$ cat config.mk
export PLATFORM = sky130hd
export DESIGN_NAME = tone_phase_extractor_core
export DESIGN_NICKNAME = d
export VERILOG_FILES = /design/src/tpe_pkg.sv /design/src/tpe_front.sv /design/src/tpe_evq.sv /design/src/tpe_phase_div.sv /design/src/tpe_back.sv /design/src/tone_phase_extractor_core.sv
export SDC_FILE = /design/constraint.sdc
export NUM_CORES = 2
export LEC_CHECK = 0
export ABC_CLOCK_PERIOD_IN_PS = 15300
export BUFFER_PORTS_ARGS = -buffer_cell sky130_fd_sc_hd__buf_2
export CAP_MARGIN = 15
export CELL_PAD_IN_SITES_DETAIL_PLACEMENT = 1
export CELL_PAD_IN_SITES_GLOBAL_PLACEMENT = 1
export CORE_ASPECT_RATIO = 0.6
export CORE_UTILIZATION = 25
export CTS_BUF_LIST = sky130_fd_sc_hd__clkbuf_8
export CTS_CLUSTER_SIZE = 40
export DETAILED_ROUTE_END_ITERATION = 8
export GPL_ROUTABILITY_DRIVEN = 0
export PLACE_DENSITY = 0.51
export SKIP_CTS_REPAIR_TIMING = 1
export SLEW_MARGIN = 10
export SYNTH_ARGS = -nofsm -noshare
export SYNTH_HDL_FRONTEND = slang
export SYNTH_SLANG_ARGS = --single-unit
$ cat constraint.sdc
create_clock -name clk -period 15.3 [get_ports clk]
set_clock_uncertainty 0.15 [all_clocks]
set_input_delay 1.53 -clock clk [delete_from_list [all_inputs] [get_ports clk]]
set_output_delay 1.53 -clock clk [all_outputs]
set_load 0.01 [all_outputs]
$ cat src/tpe_pkg.sv
`default_nettype none

package tpe_pkg;

    // Field widths of the sample stream, the results and the registers.
    localparam int SAMPLE_W    = 12;
    localparam int FILT_W      = 28;
    localparam int GAIN_W      = 16;
    localparam int HALF_W      = 11;
    localparam int FULL_W      = 12;
    localparam int TOL_W       = 8;
    localparam int IDX_BITS    = 12;
    localparam int PHASE_W     = 12;
    localparam int STATUS_W    = 2;
    localparam int CFG_DATA_W  = 16;
    localparam int CFG_INDEX_W = 2;

    // Defaults of the top-level parameters.
    localparam int MAX_EXTREMA_DEF      = 20;
    localparam int FRAME_LENGTH_MAX_DEF = 4096;

    // Filter window, event queue and remainder unit sizes.
    localparam int WIN_DEPTH = 5;
    localparam int EVQ_DEPTH = 4;
    localparam int DIV_W     = 13;
    localparam int DIV_STEPS = 13;

    // Register reset values.
    localparam logic [GAIN_W-1:0] GAIN_RESET = GAIN_W'(655);
    localparam logic [HALF_W-1:0] HALF_RESET = HALF_W'(123);
    localparam logic [FULL_W-1:0] FULL_RESET = FULL_W'(246);
    localparam logic [TOL_W-1:0]  TOL_RESET  = TOL_W'(20);

    // Register indexes on the configuration port.
    localparam logic [CFG_INDEX_W-1:0] REG_FILTER_GAIN = 2'd0;
    localparam logic [CFG_INDEX_W-1:0] REG_HALF_PERIOD = 2'd1;
    localparam logic [CFG_INDEX_W-1:0] REG_FULL_PERIOD = 2'd2;
    localparam logic [CFG_INDEX_W-1:0] REG_SPACING_TOL = 2'd3;

    // Status codes of a result.
    localparam logic [STATUS_W-1:0] ST_VALID    = 2'd0;
    localparam logic [STATUS_W-1:0] ST_FEW      = 2'd1;
    localparam logic [STATUS_W-1:0] ST_TOO_MANY = 2'd2;
    localparam logic [STATUS_W-1:0] ST_NO_PAIR  = 2'd3;

    typedef struct packed {
        logic [GAIN_W-1:0] gain;
        logic [HALF_W-1:0] half;
        logic [FULL_W-1:0] full;
        logic [TOL_W-1:0]  tol;
    } cfg_t;

    // One entry of the event queue: an extremum, a frame end, or both.
    typedef struct packed {
        logic                is_ext;
        logic                is_peak;
        logic [IDX_BITS-1:0] idx;
        logic                last;
    } evt_t;

endpackage

`default_nettype wire

$ cat src/tpe_front.sv
`default_nettype none

module tpe_front
    import tpe_pkg::*;
#(
    parameter int FRAME_LENGTH_MAX = FRAME_LENGTH_MAX_DEF
) (
    input  wire logic                clk,
    input  wire logic                rst_n,
    input  wire logic [GAIN_W-1:0]   gain,
    input  wire logic                push,
    input  wire logic [SAMPLE_W-1:0] sample,
    input  wire logic                frame_end,
    output logic                     full,
    input  wire logic                evq_ready,
    output logic                     evq_push,
    output evt_t                     evq_data
);

    localparam int IDX_W = $clog2(FRAME_LENGTH_MAX + 1);

    logic [IDX_W-1:0]  idx_reg;
    logic [IDX_W-1:0]  idx_next;
    logic [FILT_W-1:0] win_reg [WIN_DEPTH];

    logic                s2_valid_reg;
    logic                s2_test_reg;
    logic [IDX_BITS-1:0] s2_n_reg;
    logic                s2_last_reg;

    logic accept;
    logic in_range;
    logic s2_stall;
    logic s2_need;

    logic signed [FILT_W:0]   diff;
    logic signed [45:0]       prod;
    logic signed [45:0]       rounded;
    logic signed [29:0]       step;
    logic signed [29:0]       ysum;
    logic [FILT_W-1:0]        y;

    logic peak;
    logic trough;
    logic ext;

    // Stage two holds the sample under test until its event has a place in the queue.
    assign s2_need  = (s2_test_reg && (peak || trough)) || s2_last_reg;
    assign s2_stall = s2_valid_reg && s2_need && !evq_ready;
    assign full     = s2_stall;
    assign accept   = push && !full;
    assign in_range = idx_reg < IDX_W'(FRAME_LENGTH_MAX);

    // One-pole filter, rewritten as y + g*(x - y) so that one multiplier suffices.
    always_comb
    begin
        diff    = $signed({1'b0, sample, 16'b0}) - $signed({1'b0, win_reg[WIN_DEPTH-1]});
        prod    = 46'(diff * $signed({1'b0, gain}));
        rounded = prod + 46'sd32768;
        step    = rounded[45:16];
        ysum    = $signed({2'b0, win_reg[WIN_DEPTH-1]}) + step;
        if (idx_reg == '0)
        begin
            y = {sample, 16'b0};
        end
        else
        begin
            y = ysum[FILT_W-1:0];
        end
    end

    // Sample counter: stops at the frame limit and restarts after a frame end.
    always_comb
    begin
        idx_next = idx_reg;
        if (accept)
        begin
            if (frame_end)
            begin
                idx_next = '0;
            end
            else if (in_range)
            begin
                idx_next = idx_reg + IDX_W'(1);
            end
        end
    end

    always_ff @(posedge clk or negedge rst_n)
    begin
        if (!rst_n)
        begin
            idx_reg      <= '0;
            s2_valid_reg <= 1'b0;
        end
        else
        begin
            idx_reg <= idx_next;
            if (!s2_stall)
            begin
                s2_valid_reg <= accept;
            end
        end
    end

    // Filter window shifts by one place for every sample inside the frame limit.
    always_ff @(posedge clk)
    begin
        if (accept && in_range)
        begin
            for (int k = 0; k < WIN_DEPTH - 1; k++)
            begin
                win_reg[k] <= win_reg[k+1];
            end
            win_reg[WIN_DEPTH-1] <= y;
        end
    end

    // Stage two payload: the window center sits two places behind the newest sample.
    always_ff @(posedge clk)
    begin
        if (!s2_stall)
        begin
            s2_test_reg <= in_range && (idx_reg >= IDX_W'(4));
            s2_n_reg    <= IDX_BITS'(idx_reg - IDX_W'(2));
            s2_last_reg <= frame_end;
        end
    end

    // Peak and trough tests on the registered window.
    always_comb
    begin
        peak   = (win_reg[2] >  win_reg[0]) && (win_reg[2] >= win_reg[1]) &&
                 (win_reg[2] >  win_reg[4]) && (win_reg[2] >= win_reg[3]);
        trough = (win_reg[2] <  win_reg[0]) && (win_reg[2] <= win_reg[1]) &&
                 (win_reg[2] <  win_reg[4]) && (win_reg[2] <= win_reg[3]);
        ext    = s2_test_reg && (peak || trough);
    end

    assign evq_push         = s2_valid_reg && s2_need && evq_ready;
    assign evq_data.is_ext  = ext;
    assign evq_data.is_peak = peak;
    assign evq_data.idx     = s2_n_reg;
    assign evq_data.last    = s2_last_reg;

endmodule

`default_nettype wire

$ cat src/tpe_evq.sv
`default_nettype none

module tpe_evq
    import tpe_pkg::*;
(
    input  wire logic clk,
    input  wire logic rst_n,
    input  wire logic wr_en,
    input  wire evt_t wr_data,
    output logic      ready,
    input  wire logic rd_en,
    output logic      valid,
    output evt_t      rd_data
);

    localparam int PTR_W = $clog2(EVQ_DEPTH);
    localparam int CNT_W = $clog2(EVQ_DEPTH + 1);

    evt_t             mem_reg [EVQ_DEPTH];
    logic [PTR_W-1:0] wr_ptr_reg;
    logic [PTR_W-1:0] rd_ptr_reg;
    logic [CNT_W-1:0] count_reg;
    logic             do_wr;
    logic             do_rd;

    assign ready   = count_reg != CNT_W'(EVQ_DEPTH);
    assign valid   = count_reg != '0;
    assign do_wr   = wr_en && ready;
    assign do_rd   = rd_en && valid;
    assign rd_data = mem_reg[rd_ptr_reg];

    // Circular buffer pointers and fill count.
    always_ff @(posedge clk or negedge rst_n)
    begin
        if (!rst_n)
        begin
            wr_ptr_reg <= '0;
            rd_ptr_reg <= '0;
            count_reg  <= '0;
        end
        else
        begin
            if (do_wr)
            begin
                wr_ptr_reg <= wr_ptr_reg + PTR_W'(1);
            end
            if (do_rd)
            begin
                rd_ptr_reg <= rd_ptr_reg + PTR_W'(1);
            end
            if (do_wr && !do_rd)
            begin
                count_reg <= count_reg + CNT_W'(1);
            end
            else if (do_rd && !do_wr)
            begin
                count_reg <= count_reg - CNT_W'(1);
            end
        end
    end

    always_ff @(posedge clk)
    begin
        if (do_wr)
        begin
            mem_reg[wr_ptr_reg] <= wr_data;
        end
    end

endmodule

`default_nettype wire

$ cat src/tpe_phase_div.sv
`default_nettype none

module tpe_phase_div
    import tpe_pkg::*;
(
    input  wire logic             clk,
    input  wire logic             rst_n,
    input  wire logic             start,
    input  wire logic [DIV_W-1:0] dividend,
    input  wire logic [DIV_W-1:0] modulus,
    output logic                  busy,
    output logic [PHASE_W-1:0]    phase
);

    localparam int STEP_W  = $clog2(DIV_STEPS);
    localparam int TRIAL_W = DIV_W + DIV_STEPS - 1;

    logic [DIV_W-1:0]   rem_reg;
    logic [DIV_W-1:0]   mod_reg;
    logic [STEP_W-1:0]  step_reg;
    logic               busy_reg;
    logic [TRIAL_W-1:0] trial;
    logic               fits;
    logic [DIV_W-1:0]   rem_plus;

    // Restoring remainder: one shifted modulus is tried per cycle, highest first.
    assign trial    = TRIAL_W'(mod_reg) << step_reg;
    assign fits     = TRIAL_W'(rem_reg) >= trial;
    assign busy     = busy_reg;
    assign rem_plus = rem_reg + DIV_W'(1);
    assign phase    = rem_plus[PHASE_W-1:0];

    always_ff @(posedge clk or negedge rst_n)
    begin
        if (!rst_n)
        begin
            busy_reg <= 1'b0;
            step_reg <= '0;
        end
        else if (start)
        begin
            busy_reg <= 1'b1;
            step_reg <= STEP_W'(DIV_STEPS - 1);
        end
        else if (busy_reg)
        begin
            if (step_reg == '0)
            begin
                busy_reg <= 1'b0;
            end
            else
            begin
                step_reg <= step_reg - STEP_W'(1);
            end
        end
    end

    always_ff @(posedge clk)
    begin
        if (start)
        begin
            rem_reg <= dividend;
            mod_reg <= modulus;
        end
        else if (busy_reg && fits)
        begin
            rem_reg <= rem_reg - trial[DIV_W-1:0];
        end
    end

endmodule

`default_nettype wire

$ cat src/tpe_back.sv
`default_nettype none

module tpe_back
    import tpe_pkg::*;
#(
    parameter int MAX_EXTREMA = MAX_EXTREMA_DEF
) (
    input  wire logic               clk,
    input  wire logic               rst_n,
    input  wire cfg_t               cfg,
    input  wire logic               evq_valid,
    input  wire evt_t               evq_data,
    output logic                    evq_pop,
    input  wire logic               pop,
    output logic                    empty,
    output logic [PHASE_W-1:0]      phase,
    output logic [STATUS_W-1:0]     status
);

    localparam int CNT_W = $clog2(MAX_EXTREMA + 1);

    logic [CNT_W-1:0]    cnt_reg;
    logic [CNT_W-1:0]    cnt_next;
    logic [IDX_BITS-1:0] prev_idx_reg;
    logic [IDX_BITS-1:0] prev_idx_next;
    logic                prev_peak_reg;
    logic                prev_peak_next;
    logic                pair_reg;
    logic                pair_next;
    logic                end_pend_reg;
    logic                end_pend_next;

    logic                out_valid_reg;
    logic [PHASE_W-1:0]  phase_reg;
    logic [STATUS_W-1:0] status_reg;

    logic                take;
    logic                note;
    logic signed [13:0]  dev;
    logic [13:0]         dev_mag;
    logic                pair_hit;
    logic [DIV_W-1:0]    t_val;
    logic [DIV_W-1:0]    modulus;
    logic                div_busy;
    logic [PHASE_W-1:0]  div_phase;
    logic                out_free;
    logic                final_now;
    logic                emit;
    logic [STATUS_W-1:0] status_new;

    // An event is taken unless a frame end is still waiting to be reported.
    assign take    = evq_valid && !end_pend_reg;
    assign evq_pop = take;
    assign note    = take && evq_data.is_ext && (cnt_reg < CNT_W'(MAX_EXTREMA));

    // Spacing against the half period, and the start point of the phase.
    always_comb
    begin
        dev = $signed({2'b0, evq_data.idx}) - $signed({2'b0, prev_idx_reg}) -
              $signed({3'b0, cfg.half});
        if (dev[13])
        begin
            dev_mag = 14'(-dev);
        end
        else
        begin
            dev_mag = 14'(dev);
        end
        pair_hit = note && (cnt_reg != '0) && !pair_reg &&
                   (prev_peak_reg != evq_data.is_peak) && (dev_mag < 14'(cfg.tol));
        t_val    = DIV_W'(prev_idx_reg) + (prev_peak_reg ? '0 : DIV_W'(cfg.half));
        modulus  = (cfg.full == '0) ? (DIV_W'(1) << FULL_W) : DIV_W'(cfg.full);
    end

    tpe_phase_div u_div (
        .clk      (clk),
        .rst_n    (rst_n),
        .start    (pair_hit),
        .dividend (t_val - DIV_W'(1)),
        .modulus  (modulus),
        .busy     (div_busy),
        .phase    (div_phase)
    );

    // Extremum bookkeeping after the event of this cycle.
    always_comb
    begin
        cnt_next       = cnt_reg;
        prev_idx_next  = prev_idx_reg;
        prev_peak_next = prev_peak_reg;
        pair_next      = pair_reg || pair_hit;
        if (note)
        begin
            cnt_next       = cnt_reg + CNT_W'(1);
            prev_idx_next  = evq_data.idx;
            prev_peak_next = evq_data.is_peak;
        end
    end

    // Frame end is reported at once unless the divider or a held result stalls it.
    assign out_free  = !out_valid_reg || pop;
    assign final_now = take && evq_data.last && !div_busy && !pair_hit && out_free;
    assign emit      = final_now || (end_pend_reg && !div_busy && out_free);

    always_comb
    begin
        end_pend_next = end_pend_reg;
        if (emit)
        begin
            end_pend_next = 1'b0;
        end
        else if (take && evq_data.last)
        begin
            end_pend_next = 1'b1;
        end
    end

    always_comb
    begin
        priority if (cnt_next >= CNT_W'(MAX_EXTREMA))
        begin
            status_new = ST_TOO_MANY;
        end
        else if (cnt_next < CNT_W'(2))
        begin
            status_new = ST_FEW;
        end
        else if (!pair_next)
        begin
            status_new = ST_NO_PAIR;
        end
        else
        begin
            status_new = ST_VALID;
        end
    end

    always_ff @(posedge clk or negedge rst_n)
    begin
        if (!rst_n)
        begin
            cnt_reg       <= '0;
            prev_idx_reg  <= '0;
            prev_peak_reg <= 1'b0;
            pair_reg      <= 1'b0;
            end_pend_reg  <= 1'b0;
            out_valid_reg <= 1'b0;
        end
        else
        begin
            end_pend_reg <= end_pend_next;
            if (emit)
            begin
                cnt_reg       <= '0;
                prev_idx_reg  <= '0;
                prev_peak_reg <= 1'b0;
                pair_reg      <= 1'b0;
            end
            else
            begin
                cnt_reg       <= cnt_next;
                prev_idx_reg  <= prev_idx_next;
                prev_peak_reg <= prev_peak_next;
                pair_reg      <= pair_next;
            end
            if (emit)
            begin
                out_valid_reg <= 1'b1;
            end
            else if (pop)
            begin
                out_valid_reg <= 1'b0;
            end
        end
    end

    // Result register.
    always_ff @(posedge clk)
    begin
        if (emit)
        begin
            status_reg <= status_new;
            phase_reg  <= (status_new == ST_VALID) ? div_phase : '0;
        end
    end

    assign empty  = !out_valid_reg;
    assign phase  = phase_reg;
    assign status = status_reg;

endmodule

`default_nettype wire

$ cat src/tone_phase_extractor_core.sv
`default_nettype none

// Tone phase extractor for one converter channel. Samples enter one per clock
// through push/full while full is low; the sample carrying frame_end closes
// the frame and yields one result (phase, status) on the empty/pop side after
// the window stage, the event queue and the result register. The front end
// runs the one-pole low-pass filter and the five-sample peak/trough window and
// takes one sample every cycle while full is low; the back end tracks extrema.
// Once the matching peak/trough pair is found, its phase is reduced modulo
// full_period by a remainder unit; a frame end that arrives while it is busy
// waits for it. Events behind a waiting frame end collect in the four-entry
// event queue, and full rises only once that queue is full and the window
// stage holds one more event. A pending result that is not popped holds the
// frame end behind it in the same way. Configuration is written through
// cfg_write/cfg_index/cfg_data and must change only while the block is idle.
module tone_phase_extractor_core
    import tpe_pkg::*;
#(
    parameter int MAX_EXTREMA      = MAX_EXTREMA_DEF,
    parameter int FRAME_LENGTH_MAX = FRAME_LENGTH_MAX_DEF
) (
    input  wire logic                   clk,
    input  wire logic                   rst_n,
    input  wire logic                   cfg_write,
    input  wire logic [CFG_INDEX_W-1:0] cfg_index,
    input  wire logic [CFG_DATA_W-1:0]  cfg_data,
    input  wire logic                   push,
    output logic                        full,
    input  wire logic [SAMPLE_W-1:0]    sample,
    input  wire logic                   frame_end,
    output logic                        empty,
    input  wire logic                   pop,
    output logic [PHASE_W-1:0]          phase,
    output logic [STATUS_W-1:0]         status
);

    cfg_t cfg_reg;
    logic evq_push;
    logic evq_ready;
    evt_t evq_wdata;
    logic evq_valid;
    logic evq_pop;
    evt_t evq_rdata;

    // Configuration registers.
    always_ff @(posedge clk or negedge rst_n)
    begin
        if (!rst_n)
        begin
            cfg_reg.gain <= GAIN_RESET;
            cfg_reg.half <= HALF_RESET;
            cfg_reg.full <= FULL_RESET;
            cfg_reg.tol  <= TOL_RESET;
        end
        else if (cfg_write)
        begin
            unique case (cfg_index)
                REG_FILTER_GAIN: cfg_reg.gain <= cfg_data[GAIN_W-1:0];
                REG_HALF_PERIOD: cfg_reg.half <= cfg_data[HALF_W-1:0];
                REG_FULL_PERIOD: cfg_reg.full <= cfg_data[FULL_W-1:0];
                REG_SPACING_TOL: cfg_reg.tol  <= cfg_data[TOL_W-1:0];
                default:         cfg_reg      <= cfg_reg;
            endcase
        end
    end

    tpe_front #(
        .FRAME_LENGTH_MAX (FRAME_LENGTH_MAX)
    ) u_front (
        .clk       (clk),
        .rst_n     (rst_n),
        .gain      (cfg_reg.gain),
        .push      (push),
        .sample    (sample),
        .frame_end (frame_end),
        .full      (full),
        .evq_ready (evq_ready),
        .evq_push  (evq_push),
        .evq_data  (evq_wdata)
    );

    tpe_evq u_evq (
        .clk     (clk),
        .rst_n   (rst_n),
        .wr_en   (evq_push),
        .wr_data (evq_wdata),
        .ready   (evq_ready),
        .rd_en   (evq_pop),
        .valid   (evq_valid),
        .rd_data (evq_rdata)
    );

    tpe_back #(
        .MAX_EXTREMA (MAX_EXTREMA)
    ) u_back (
        .clk       (clk),
        .rst_n     (rst_n),
        .cfg       (cfg_reg),
        .evq_valid (evq_valid),
        .evq_data  (evq_rdata),
        .evq_pop   (evq_pop),
        .pop       (pop),
        .empty     (empty),
        .phase     (phase),
        .status    (status)
    );

`ifndef SYNTHESIS
    // A valid result carries a phase in one to full_period.
    a_phase_range: assert property (@(posedge clk) disable iff (!rst_n)
        (!empty && status == ST_VALID && cfg_reg.full != '0) |->
            (phase != '0 && phase <= cfg_reg.full))
        else $error("phase outside one to full_period on a valid result");

    // Any other status reports a zero phase.
    a_phase_zero: assert property (@(posedge clk) disable iff (!rst_n)
        (!empty && status != ST_VALID) |-> (phase == '0))
        else $error("nonzero phase on a result that is not valid");

    // The front end only refuses samples while the event queue is full.
    a_full_cause: assert property (@(posedge clk) disable iff (!rst_n)
        full |-> !evq_ready)
        else $error("full raised while the event queue has room");
`endif

endmodule

`default_nettype wire
==> results.md <==
Status:
- The flow ran to the end, and the final reports show no timing, DRC or antenna violations.

Synth:
- The share of synthesized registers carrying an async set or reset is 0.270.
- Counting every net in the synthesized netlist gives 4560.
- The number of distinct library cells after synthesis is 77.
- The most used flip-flop cell after synthesis is sky130_fd_sc_hd__edfxtp_1.
- The synthesized area divided by synthesized cell count is 9.98 sq um.
- For this run, the register share of the synthesized area comes to 0.269.
- The number of enable-type register cells in the synthesized netlist is 254.
- Summing every instance area after synthesis gives 37200 sq um.
- The post-synthesis sequential element count is 348.
- The Yosys step of the flow raised 0 warnings.
- Synthesis produced a netlist whose cell count is 3724.

Routing:
- The detail route stage leaves a number of antenna-violating nets equal to 0.
- After the first detailed-routing iteration, the DRC count stood at 1212.
- The total DRC errors in the routed layout is 0.
- In the routed layout, each cell is associated on average with a via count of 4.40.
- The final wirelength is 107000 um.
- For this block, wires on met1 add up to 61800 um.
- The length of routed met3 wiring is 4080 um.
- The detailed router placed 25500 vias in this run.
- The first detailed-routing pass ran for 4 iterations.
- The detailed-route wire length per cell is 18.5 um.
- In this run the top signal layer used is met4.
- The detailed-routed wire length on met2 is 40700 um.

Worst hold path:
- The startpoint of the lowest-slack hold path is u_front.win_reg[0][34].
- The path type of the worst min-delay path is reg2reg.

Final layout:
- Compared with the post-synthesis result, the final layout area differs by 10.3%.
- The fraction of final layout cells sized beyond drive strength 1 is 0.0800.
- Leaving out fill and tap cells, the most frequent cells in the layout are sky130_fd_sc_hd__inv_1 (759), sky130_fd_sc_hd__fa_1 (440), sky130_fd_sc_hd__ha_1 (360), sky130_fd_sc_hd__nand2_1 (324), sky130_fd_sc_hd__and2_1 (255).
- Once layout is complete, the utilization of the core stands at 0.278.
- The most common cell after layout, fill and taps aside is sky130_fd_sc_hd__inv_1.
- The count of nets after finishing is 4590.
- The flip-flop count of the largest register after layout is 140.

Critical path:
- The dominant cell type by count on the critical path is sky130_fd_sc_hd__fa_1.
- Data on the critical path is required at its endpoint by 15.53 ns.
- STA classifies the critical path endpoint as a flop.
- The type of the worst setup path is reg2reg.
- The worst-case reg-to-reg path depth is 42.
- The slowest stage of the critical path belongs to the cell sky130_fd_sc_hd__nor4b_1.
- The setup slack on the worst flop-to-flop path is 3.07 ns.
- The timing startpoint of the critical path is u_front.win_reg[0][112].
- The terminus of the critical flop-to-flop path is u_front.win_reg[0][134].
- At the worst endpoint, the arrival time is 12.46 ns.
- STA classifies the critical path startpoint as a flop.
- The capture point of the critical path is u_front.win_reg[0][134].
- The peak per-stage delay on the critical path is 1.04 ns.
- The maximum fanout along the worst path is 21.
- In this run the critical register-to-register path is launched from u_front.win_reg[0][112].

Clocking:
- At the later pin of the worst-skew pair, clock insertion delay measures 0.69 ns.
- The number of levels the H-tree was split into is 2.
- The clock-pin slew reported for the worst setup and hold paths after clock tree synthesis is 0.08 ns.
- Counting every sink on the clock net gives 348.
- Clock tree synthesis selected as its root buffer the cell sky130_fd_sc_hd__clkbuf_8.
- Counting the buffers created by CTS gives 53.
- The deepest clock path buffer count is 3.
- The CTS tree is done.

STA:
- Timing would allow up to 0.0818 GHz.
- Dividing the final minimum period by the clock period gives 0.799.
- The number of hold violations in the final report came to 0.
- At the pin with the least slew margin, the transition time is 1.27 ns.
- In the final timing run, aggregate negative setup slack is 0 ns.
- After layout, the minimum clock period comes to 12.23 ns.
- The final worst-path setup slack is 3.07 ns.
- Setup repair after global routing left no endpoint under its margin.
- The count of pins over their slew limit is 0.
- Setup violations remaining at the end of the flow were counted as 0.
- The headroom to the max-slew limit is 0.140.

Global route:
- The number of antenna violations at the first check in global routing came to 5.
- The overall global routing resource usage is 0.146.
- The largest net degree at the start of global routing is 141.
- The remaining global-route overflow is 0.
- The wire length of the first global-routing pass is 169000 um.
- The via count of the first global-routing pass came to 27200.

Die:
- The total area inside the core boundary comes to 147000 sq um.
- During I/O placement, the number of pins put on the boundary was 52.
- The initial utilization of the core area, before any placement, comes to 0.252.
- The width of the chip is 500 um.
- The die area is 150000 sq um.
- The die height is 301 um.
- The number of placement rows is 109.

Placed design:
- The post-placement worst setup slack is 2.70 ns.
- The sum of net half-perimeters after detailed placement is 84800 um.
- The count of port buffers added during placement is 51.

Run:
- The count of maximum capacitance violations is 0.
-- logic make-up after synthesis --
logic type,Yosys count,synth area share
AOI/OAI and AO/OA,464,0.0823
DFF,348,0.269
buffers and inverters,877,0.0887
muxes,102,0.0344
and+or+nand+nor,988,0.133
xor gates and xnor gates,144,0.0339
adders and majority gates,801,0.358
-- worst min-delay path by stage --
stage,slack [ns],end,depth (start not counted)
after floorplan,0.28,u_front.win_reg[0][10],0
after global placement,0.28,u_front.win_reg[0][25],0
after detailed placement,0.28,u_front.win_reg[0][19],0
after CTS,0.30,u_front.win_reg[0][9],0
after global routing,0.30,u_front.win_reg[0][6],0
final,0.29,u_front.win_reg[0][6],0
-- final cells by class --
type                            count  area [sq um]
Fill cell                       17000        106000
Multi-Input combinational cell   2499         23900
Sequential cell                   348         10000
Inverter                          747          2800
Tap cell                         1998          2500
Clock buffer                       59           812
Timing Repair Buffer              105           676
Clock inverter                     40           268
Antenna cell                        2          5.00
-- through the flow --
stage          hold WS (ns)  cell area, sq um  cells
3_3_place_gp          0.280             39900   5697
5_1_grt               0.303             41000   5797
4_1_cts               0.296             41000   5796
2_1_floorplan         0.276             37200   3724
6_report              0.295             41000   5798
3_5_place_dp          0.284             39900   5697
-- cells in the mapped netlist, types with 55 or more instances --
cell type / count / share of area
sky130_fd_sc_hd__nand2_1: 324 / 0.033
sky130_fd_sc_hd__a21o_1: 71 / 0.014
sky130_fd_sc_hd__mux2_2: 55 / 0.017
sky130_fd_sc_hd__inv_1: 747 / 0.075
sky130_fd_sc_hd__fa_1: 440 / 0.24
sky130_fd_sc_hd__clkbuf_1: 120 / 0.012
sky130_fd_sc_hd__ha_1: 360 / 0.12
sky130_fd_sc_hd__a21oi_1: 114 / 0.015
sky130_fd_sc_hd__edfxtp_1: 254 / 0.21
sky130_fd_sc_hd__xnor2_1: 100 / 0.024
sky130_fd_sc_hd__o21ai_0: 98 / 0.013
sky130_fd_sc_hd__nor2_1: 157 / 0.016
sky130_fd_sc_hd__and2_1: 255 / 0.043
sky130_fd_sc_hd__dfrtp_1: 74 / 0.050
-- critical path: cells and delay by family, from the launching register on --
kind	cells	cell delay, ns
flops	1	0.36
xor+xnor	3	0.48
fa+ha+maj	9	4.01
simple gates	14	3.87
buf+inv	8	1.09
compound gates	8	1.93
-- per-layer routing --
layer  up-vias  global-route usage
met5         -                   0
met4         0              0.0140
met3        67              0.0224
met2       317               0.194
met1     13000               0.246
li1      12100                   -
Power is left out: the tool's default activity adds up to more than one toggle a clock period on the data nets, which glitch-free logic cannot reach.
